--- config.mk ---
export PLATFORM = sky130hd
export DESIGN_NAME = left_decrease_window_check_core
export DESIGN_NICKNAME = d
export VERILOG_FILES = /design/src/rtl/ldwc_pkg.sv /design/src/rtl/ldwc_cfg_regs.sv /design/src/rtl/ldwc_cell.sv /design/src/rtl/left_decrease_window_check_core.sv
export SDC_FILE = /design/constraint.sdc
export NUM_CORES = 2
export LEC_CHECK = 0
export ABC_AREA = 1
export BUFFER_PORTS_ARGS = -buffer_cell sky130_fd_sc_hd__buf_2
export CAP_MARGIN = 15
export CELL_PAD_IN_SITES_DETAIL_PLACEMENT = 0
export CELL_PAD_IN_SITES_GLOBAL_PLACEMENT = 1
export CORE_MARGIN = 5
export CORE_UTILIZATION = 30
export CTS_CLUSTER_DIAMETER = 60
export CTS_CLUSTER_SIZE = 40
export DETAILED_ROUTE_END_ITERATION = 10
export PLACE_DENSITY_LB_ADDON = 0.1
export SLEW_MARGIN = 15
export SYNTH_ARGS = -nofsm -noshare
export SYNTH_HDL_FRONTEND = slang
export SYNTH_SLANG_ARGS = --single-unit
--- constraint.sdc ---
create_clock -name clk -period 16.2 [get_ports clk]
set_input_delay 4.05 -clock clk [delete_from_list [all_inputs] [get_ports clk]]
set_output_delay 4.05 -clock clk [all_outputs]
set_load 0.01 [all_outputs]
--- src/rtl/ldwc_pkg.sv ---
`default_nettype none
// ----------------------------------------------------------------------------
// ldwc_pkg
// Shared types and constants of the left decrease window check.
// ----------------------------------------------------------------------------
package ldwc_pkg;

	localparam int MAX_LEFT  = 16;
	localparam int FRAC_BITS = 16;

	// width of a step count 1..MAX_LEFT and of the saturating seen count
	localparam int IDX_W = $clog2(MAX_LEFT + 1);
	// width used when comparing counts against left_count
	localparam int LC_W  = 5;
	localparam int CMP_W = (IDX_W > LC_W) ? IDX_W : LC_W;
	// level * steps, signed
	localparam int PROD_W = 33 + IDX_W;

	localparam logic [63:0] MIN_LEVEL_RST_W = ((64'd1 << FRAC_BITS) + 64'd500) / 64'd1000;
	localparam logic [63:0] MAX_LEVEL_RST_W = 64'd10 << FRAC_BITS;
	localparam logic [31:0] MIN_LEVEL_RST   = MIN_LEVEL_RST_W[31:0];
	localparam logic [31:0] MAX_LEVEL_RST   = MAX_LEVEL_RST_W[31:0];
	localparam logic [LC_W-1:0] LEFT_COUNT_RST = LC_W'(1);

	typedef enum logic [1:0] {
		REG_MIN_LEVEL  = 2'd0,
		REG_MAX_LEVEL  = 2'd1,
		REG_LEFT_COUNT = 2'd2
	} reg_idx_t;

	typedef enum logic [1:0] {
		VERDICT_NA   = 2'd0,
		VERDICT_FAIL = 2'd1,
		VERDICT_HOLD = 2'd2
	} verdict_t;

	typedef struct packed {
		logic signed [31:0] min_level;
		logic signed [31:0] max_level;
		logic [LC_W-1:0]    left_count;
	} cfg_t;

endpackage
`default_nettype wire

--- src/rtl/ldwc_cfg_regs.sv ---
`default_nettype none
// ----------------------------------------------------------------------------
// ldwc_cfg_regs
// Configuration register file: min_level, max_level, left_count.
// ----------------------------------------------------------------------------
module ldwc_cfg_regs (
	input  wire logic          clk,
	input  wire logic          arst_n,
	input  wire logic          wr_en,
	input  wire logic [1:0]    wr_index,
	input  wire logic [31:0]   wr_data,
	output ldwc_pkg::cfg_t     cfg
);
	import ldwc_pkg::*;

	cfg_t cfg_q;

	always_ff @(posedge clk or negedge arst_n) begin
		if (!arst_n) begin
			cfg_q.min_level  <= MIN_LEVEL_RST;
			cfg_q.max_level  <= MAX_LEVEL_RST;
			cfg_q.left_count <= LEFT_COUNT_RST;
		end else if (wr_en) begin
			case (wr_index)
				REG_MIN_LEVEL:  cfg_q.min_level  <= wr_data;
				REG_MAX_LEVEL:  cfg_q.max_level  <= wr_data;
				REG_LEFT_COUNT: cfg_q.left_count <= wr_data[LC_W-1:0];
				default: ;  // unmapped index, dropped
			endcase
		end
	end

	assign cfg = cfg_q;

endmodule
`default_nettype wire

--- src/rtl/ldwc_cell.sv ---
`default_nettype none
// ----------------------------------------------------------------------------
// ldwc_cell
// One history slot: holds a sample, shifts it on, checks its drop window
// and chains the fail flag to the next cell.
// ----------------------------------------------------------------------------
module ldwc_cell (
	input  wire logic                      clk,
	input  wire logic                      arst_n,
	input  wire logic                      shift_en,
	input  wire logic [31:0]               prev_value,
	input  wire logic [31:0]               cur_sample,
	input  wire logic [31:0]               min_level,
	input  wire logic [31:0]               max_level,
	input  wire logic [ldwc_pkg::IDX_W-1:0] steps,
	input  wire logic                      active,
	input  wire logic                      fail_in,
	output logic [31:0]                    value,
	output logic                           fail_out
);
	import ldwc_pkg::*;

	logic [31:0]               value_q;
	logic signed [32:0]        diff;
	logic signed [PROD_W-1:0]  diff_ext;
	logic signed [PROD_W-1:0]  lo_ext;
	logic signed [PROD_W-1:0]  hi_ext;
	logic signed [IDX_W:0]     steps_ext;
	logic signed [PROD_W-1:0]  lo_bound;
	logic signed [PROD_W-1:0]  hi_bound;
	logic                      out_of_window;

	always_ff @(posedge clk or negedge arst_n) begin
		if (!arst_n) begin
			value_q <= '0;
		end else if (shift_en) begin
			value_q <= prev_value;
		end
	end

	// earlier sample minus current, exact in 33 bits
	assign diff      = {value_q[31], value_q} - {cur_sample[31], cur_sample};
	assign diff_ext  = {{IDX_W{diff[32]}}, diff};
	assign lo_ext    = {{(IDX_W + 1){min_level[31]}}, min_level};
	assign hi_ext    = {{(IDX_W + 1){max_level[31]}}, max_level};
	// level times a small step count, 32 x 5 bits
	assign steps_ext = {1'b0, steps};
	assign lo_bound  = lo_ext * steps_ext;
	assign hi_bound  = hi_ext * steps_ext;

	assign out_of_window = (diff_ext < lo_bound) || (diff_ext > hi_bound);

	assign value    = value_q;
	assign fail_out = fail_in | (active & out_of_window);

endmodule
`default_nettype wire

--- src/rtl/left_decrease_window_check_core.sv ---
`default_nettype none
// A result beat is offered in the cycle after its sample beat is taken.
// Throughput: one sample per cycle while verdicts are taken; the whole window is
//   compared in the same cycle by the row of cells into one output register.
// Reset: clears the history to zero, the seen count to zero, the output
//   register to empty, and loads min_level, max_level, left_count defaults.
// ----------------------------------------------------------------------------
// left_decrease_window_check_core
// Checks that each of the last left_count samples minus the current one lies
// in [min_level*k, max_level*k], k the distance back. Q16.16 throughout.
// ----------------------------------------------------------------------------
module left_decrease_window_check_core (
	input  wire logic        clk,
	input  wire logic        arst_n,
	// sample input
	input  wire logic        s_axis_tvalid,
	output logic             s_axis_tready,
	input  wire logic [31:0] s_axis_tdata,   // [31:0] sample
	input  wire logic        s_axis_tuser,   // [0] series_start
	// verdict output
	output logic             m_axis_tvalid,
	input  wire logic        m_axis_tready,
	output logic [7:0]       m_axis_tdata,   // [1:0] verdict, [7:2] zero
	// configuration writes
	input  wire logic        cfg_valid,
	output logic             cfg_ready,
	input  wire logic [1:0]  cfg_index,
	input  wire logic [31:0] cfg_data
);
	import ldwc_pkg::*;

	cfg_t               cfg;
	logic               in_beat;
	logic [IDX_W-1:0]   seen_q;
	logic [IDX_W-1:0]   seen_eff;
	logic               too_few;
	logic [31:0]        cell_val [MAX_LEFT];
	logic [MAX_LEFT:0]  fail_chain;
	logic [MAX_LEFT-1:0] cell_active;
	verdict_t           verdict_d;
	verdict_t           verdict_q;
	logic               out_valid_q;

	// config writes are always taken
	assign cfg_ready = 1'b1;

	ldwc_cfg_regs u_cfg (
		.clk      (clk),
		.arst_n   (arst_n),
		.wr_en    (cfg_valid),
		.wr_index (cfg_index),
		.wr_data  (cfg_data),
		.cfg      (cfg)
	);

	// output register frees up when its beat is taken, so a new sample can
	// enter in the same cycle
	assign s_axis_tready = !out_valid_q || m_axis_tready;
	assign in_beat       = s_axis_tvalid && s_axis_tready;

	// series start wipes the count before the check
	assign seen_eff = s_axis_tuser ? '0 : seen_q;
	assign too_few  = CMP_W'(seen_eff) < CMP_W'(cfg.left_count);

	// row of cells; cell 0 holds the newest earlier sample
	assign fail_chain[0] = 1'b0;

	for (genvar i = 0; i < MAX_LEFT; i++) begin : g_cell
		localparam logic [IDX_W-1:0] STEP = IDX_W'(i + 1);

		// only the first left_count cells take part
		assign cell_active[i] = CMP_W'(STEP) <= CMP_W'(cfg.left_count);

		ldwc_cell u_cell (
			.clk        (clk),
			.arst_n     (arst_n),
			.shift_en   (in_beat),
			.prev_value ((i == 0) ? s_axis_tdata : cell_val[(i == 0) ? 0 : i - 1]),
			.cur_sample (s_axis_tdata),
			.min_level  (cfg.min_level),
			.max_level  (cfg.max_level),
			.steps      (STEP),
			.active     (cell_active[i]),
			.fail_in    (fail_chain[i]),
			.value      (cell_val[i]),
			.fail_out   (fail_chain[i+1])
		);
	end

	// empty window (left_count zero) falls through as holds
	always_comb begin
		if (too_few) begin
			verdict_d = VERDICT_NA;
		end else if (fail_chain[MAX_LEFT]) begin
			verdict_d = VERDICT_FAIL;
		end else begin
			verdict_d = VERDICT_HOLD;
		end
	end

	// saturating count of earlier samples in this series
	always_ff @(posedge clk or negedge arst_n) begin
		if (!arst_n) begin
			seen_q <= '0;
		end else if (in_beat) begin
			if (seen_eff < IDX_W'(MAX_LEFT)) begin
				seen_q <= seen_eff + IDX_W'(1);
			end else begin
				seen_q <= seen_eff;
			end
		end
	end

	// output register
	always_ff @(posedge clk or negedge arst_n) begin
		if (!arst_n) begin
			out_valid_q <= 1'b0;
		end else if (in_beat) begin
			out_valid_q <= 1'b1;
		end else if (m_axis_tready) begin
			out_valid_q <= 1'b0;
		end
	end

	always_ff @(posedge clk) begin
		if (in_beat) begin
			verdict_q <= verdict_d;
		end
	end

	assign m_axis_tvalid = out_valid_q;
	assign m_axis_tdata  = {6'd0, verdict_q};

`ifndef SYNTHESIS
	a_seen_bounded: assert property (@(posedge clk) disable iff (!arst_n)
		seen_q <= IDX_W'(MAX_LEFT))
		else $error("seen count above history depth");

	a_no_code3: assert property (@(posedge clk) disable iff (!arst_n)
		m_axis_tvalid |-> (m_axis_tdata[1:0] != 2'd3))
		else $error("verdict code 3 offered");

	a_start_na: assert property (@(posedge clk) disable iff (!arst_n)
		(in_beat && s_axis_tuser && (cfg.left_count != '0)) |=>
		(m_axis_tvalid && (m_axis_tdata[1:0] == VERDICT_NA)))
		else $error("series start not reported as not applicable");

	a_empty_window_holds: assert property (@(posedge clk) disable iff (!arst_n)
		(in_beat && (cfg.left_count == '0)) |=>
		(m_axis_tvalid && (m_axis_tdata[1:0] == VERDICT_HOLD)))
		else $error("empty window did not hold");
`endif

endmodule
`default_nettype wire

==> run summary <==
The flow ran to the end, and the final reports show no timing, DRC or antenna violations. After the first detailed-routing iteration, the DRC count stood at 8211. The via count is 99600.

The post-synthesis cell area came out at 101000 sq um. The number of different library cells used by synthesis comes to 76. The via count of the first global-routing pass is 99000. Counting I/O delays and the setup requirement, the final critical path takes 11.13 ns.

In the synthesized netlist the dominant register cell turns out to be sky130_fd_sc_hd__dfrtp_1. Of all nets on the critical path, the largest fanout is 27. The proportion of synthesized flip-flops having asynchronous set or reset came out at 0.997. The transition at the pin with the smallest max-transition slack is 1.30 ns.

Once detail routing completed, the nets flagged for antenna violations numbered 0. In the finished design, the share of the clock period the worst path needs comes to 0.687. After floorplanning, the core was sized to cover 336000 sq um. The overall fraction of global-route tracks in use came out at 0.330. The total count of max-transition violations in the final report is 0. The final weighted congestion in routability-driven placement came out at 0.996.

The routed length per placed instance is 32.4 microns. The gate count after technology mapping is 13400. The reported leakage power is 55.8 nW. The pin count of the biggest net entering global routing came out at 193. TritonCTS built the clock tree. The maximum cell stage delay along the critical path is 0.92 ns. The kind of end point of the critical path is a flop.

The number of inserted filler cells in the final layout is 36100. The number of placed cells counting well taps is 18100. The relative slew slack came out at 0.127. By area the synthesized netlist is led by sky130_fd_sc_hd__ha_1, sky130_fd_sc_hd__dfrtp_1, sky130_fd_sc_hd__nand2_1. The nature of the critical path startpoint is an input pin. The largest individual stage delay along the critical path comes from the cell sky130_fd_sc_hd__a21oi_1.

The wire length the detailed router placed on met1 is 256000 microns. The number of port buffers is 75. The standard-cell row count is 213. The die covers 349000 sq um.

Across the run, the number of max-cap violations was 0. The endpoint arrival time on the critical path is 11.71 ns. The tree is rooted in a sky130_fd_sc_hd__clkbuf_16. Setup violations remaining at the end of the flow were counted as 0. The count of final hold-check violations was 0.

VDD sags by at most 96.1 uV. Counting stages on the worst path, the most repeated cell is sky130_fd_sc_hd__nand2_1. The global route total overflow came out at 0. The number of hold buffers added after cts came out at 0.

The category of the critical setup timing path is in2reg. The layout-stage area growth over the synthesis result is 11.2%. The number of enable-type register cells in the synthesized netlist came out at 2. sky130_fd_sc_hd__ha_1 takes more of the synthesized area than any other cell. The number of nets in the layout came out at 16300. The highest achievable clock rate came out at 89.8 MHz. The min-delay analysis places its worst path in the category reg2reg. The number of buffers inserted to repair setup after CTS is 0. In this run the number of H-tree levels came out at 3. The x dimension of the die came out at 591 microns. After detailed routing, no signal wire sits above met5. After detailed routing, the met2 layer carries 269000 microns of wire.

The count of placed standard cells in the final layout, fillers left out came out at 18300. The number of clock sinks came out at 589. The number of top-level design ports came out at 83. Of the synthesized area, sequential elements account for 0.146. The power density relative to cell area is 246 nW/um^2.

The clock transition at the registers of the reported paths is 0.08 ns. The aggregate routed wire length is 594000 microns. The post-synthesis average cell area came out at 7.54 sq um. The first global-routing pass estimated 798000 microns of wire. Summed over all nets, wire length on met3 after detailed routing comes to 27900 microns. The post-synthesis register bit count came out at 589. The initial antenna violation count was 89. During synthesis, Yosys emitted a total of 0 warnings.

Setup repair after global routing left no endpoint under its margin. The estimated wirelength of the detail-placed design came out at 516000 microns. The clock passes through at most 4 buffers. The worst endpoint required time came out at 16.78 ns. Across the routed clock network, the largest skew measured is 0.138 ns. The height of the die is 591 microns. The post-cts repair resize count came out at 0. The number of clock buffers added by TritonCTS is 101. The effective utilization at floorplan is 0.301. The first-pass detailed-route iteration total is 6. The vias per cell is 5.43. The clock insertion delay at the later pin of the skew report is 0.89 ns. The share of final-layout standard cells stronger than drive strength 1 is 0.0691. The share of Yosys cell area claimed by the top area cell type is 0.277. The post-route DRC violation count came out at 0.

The sum of negative setup slack came out at 0 ns.
-- power breakdown --
group          leakage, nW  switching, W  internal (W)
clock network         1.68      0.000991       0.00130
registers             7.65      0.000581       0.00181
logic                 46.4        0.0157       0.00732
-- metrics by stage --
| stage | total power (W) | util | setup slack, ns | instance area (sq um) | hold slack, ns |
|---|---|---|---|---|---|
| after CTS | 0.0275 | 0.334 | 5.22 | 112000 | 0.489 |
| after global routing | 0.0298 | 0.334 | 5.01 | 112000 | 0.506 |
| after floorplan | 0.0157 | - | 7.37 | 101000 | 0.453 |
| final | 0.0277 | 0.334 | 5.07 | 112000 | 0.484 |
| after global placement | 0.0248 | 0.323 | 4.01 | 109000 | 0.468 |
| after detailed placement | 0.0250 | 0.324 | 4.31 | 109000 | 0.473 |
-- final cells by class --
cell class	instances	area, sq um	area share
inverters	1635	6140	0.0547
clock inverters	68	772	0.00687
well taps	4515	5650	0.0502
diodes	57	143	0.00127
flip-flops and latches	589	14800	0.131
multi-input cells	11100	80100	0.712
repair buffers	312	2230	0.0198
clock buffers	113	2650	0.0236
-- state kept, by name (all words and copies together), names as in the netlist --
signal,flops
m_axis_tvalid,1
u_cfg.cfg,69
seen_q,5
g_cell.u_cell.value,512
verdict_q,2
-- cell usage after synthesis (all sizes together), types with 129 or more instances --
cell / n
nor3: 150
xor2: 546
xnor2: 388
nand4: 207
clkbuf: 129
nor2: 639
a21oi: 1472
nand2: 2737
inv: 1633
dfrtp: 582
fa: 315
nand3: 349
ha: 2237
o21ai: 1261
-- final timing paths --
kind	from	end	slack [ns]	cells after the start
worst max-delay path	s_axis_tdata[1]	verdict_q[1]$_SDFFCE_PN0P_	5.07	32
worst min-delay path	g_cell[2].u_cell.value[0]$_DFFE_PN0P_	g_cell[2].u_cell.value[0]$_DFFE_PN0P_	0.48	2
worst max register to register	u_cfg.cfg[38]$_DFFE_PN1P_	verdict_q[0]$_SDFFCE_PN0P_	7.03	34
worst min register to register	g_cell[2].u_cell.value[0]$_DFFE_PN0P_	g_cell[2].u_cell.value[0]$_DFFE_PN0P_	0.48	2
max in group asynchronous	arst_n	u_cfg.cfg[57]$_DFFE_PN0P_	10.77	3
min in group asynchronous	arst_n	g_cell[15].u_cell.value[31]$_DFFE_PN0P_	3.11	1
-- cell families (layout without fill, tap and decap cells) --
group | Yosys count | after routing | synth area share
other | 2 | 64 | 0.0000743
AND/OR/NAND/NOR | 4200 | 4200 | 0.172
XOR/XNOR | 934 | 934 | 0.0809
flip-flops | 589 | 589 | 0.146
buffers and inverters | 1782 | 2128 | 0.0665
adder cells (fa/ha/maj) | 2552 | 2552 | 0.339
AO/OA/AOI/OAI | 3358 | 3358 | 0.196
-- layout by cell type (no fill, tap or decap), drive strengths merged, types with 81 or more instances in the layout --
cell type	instances
a21boi	87
a21oi	1472
a31oi	82
buf	312
clkbuf	113
dfrtp	582
fa	315
ha	2237
inv	1670
nand2	2737
nand3	349
nand4	207
nor2	639
nor3	150
nor4	81
o21a	96
o21ai	1261
xnor2	388
xor2	546
-- worst max-delay path, delay by kind of cell --
kind	cells	cell delay [ns]
AND/OR/NAND/NOR	17	2.73
AO/OA/AOI/OAI	8	2.71
adder cells (fa/ha/maj)	2	1.00
buffers and inverters	4	0.96
XOR/XNOR	1	0.15
-- per-layer routing --
| layer | vias to the layer above | GRT usage |
|---|---|---|
| met5 | - | 0 |
| met4 | 16 | 0.188 |
| met3 | 753 | 0.0327 |
| met2 | 3065 | 0.540 |
| met1 | 49000 | 0.424 |
| li1 | 46800 | - |
Note: power is estimated with default switching activity, not from simulation.
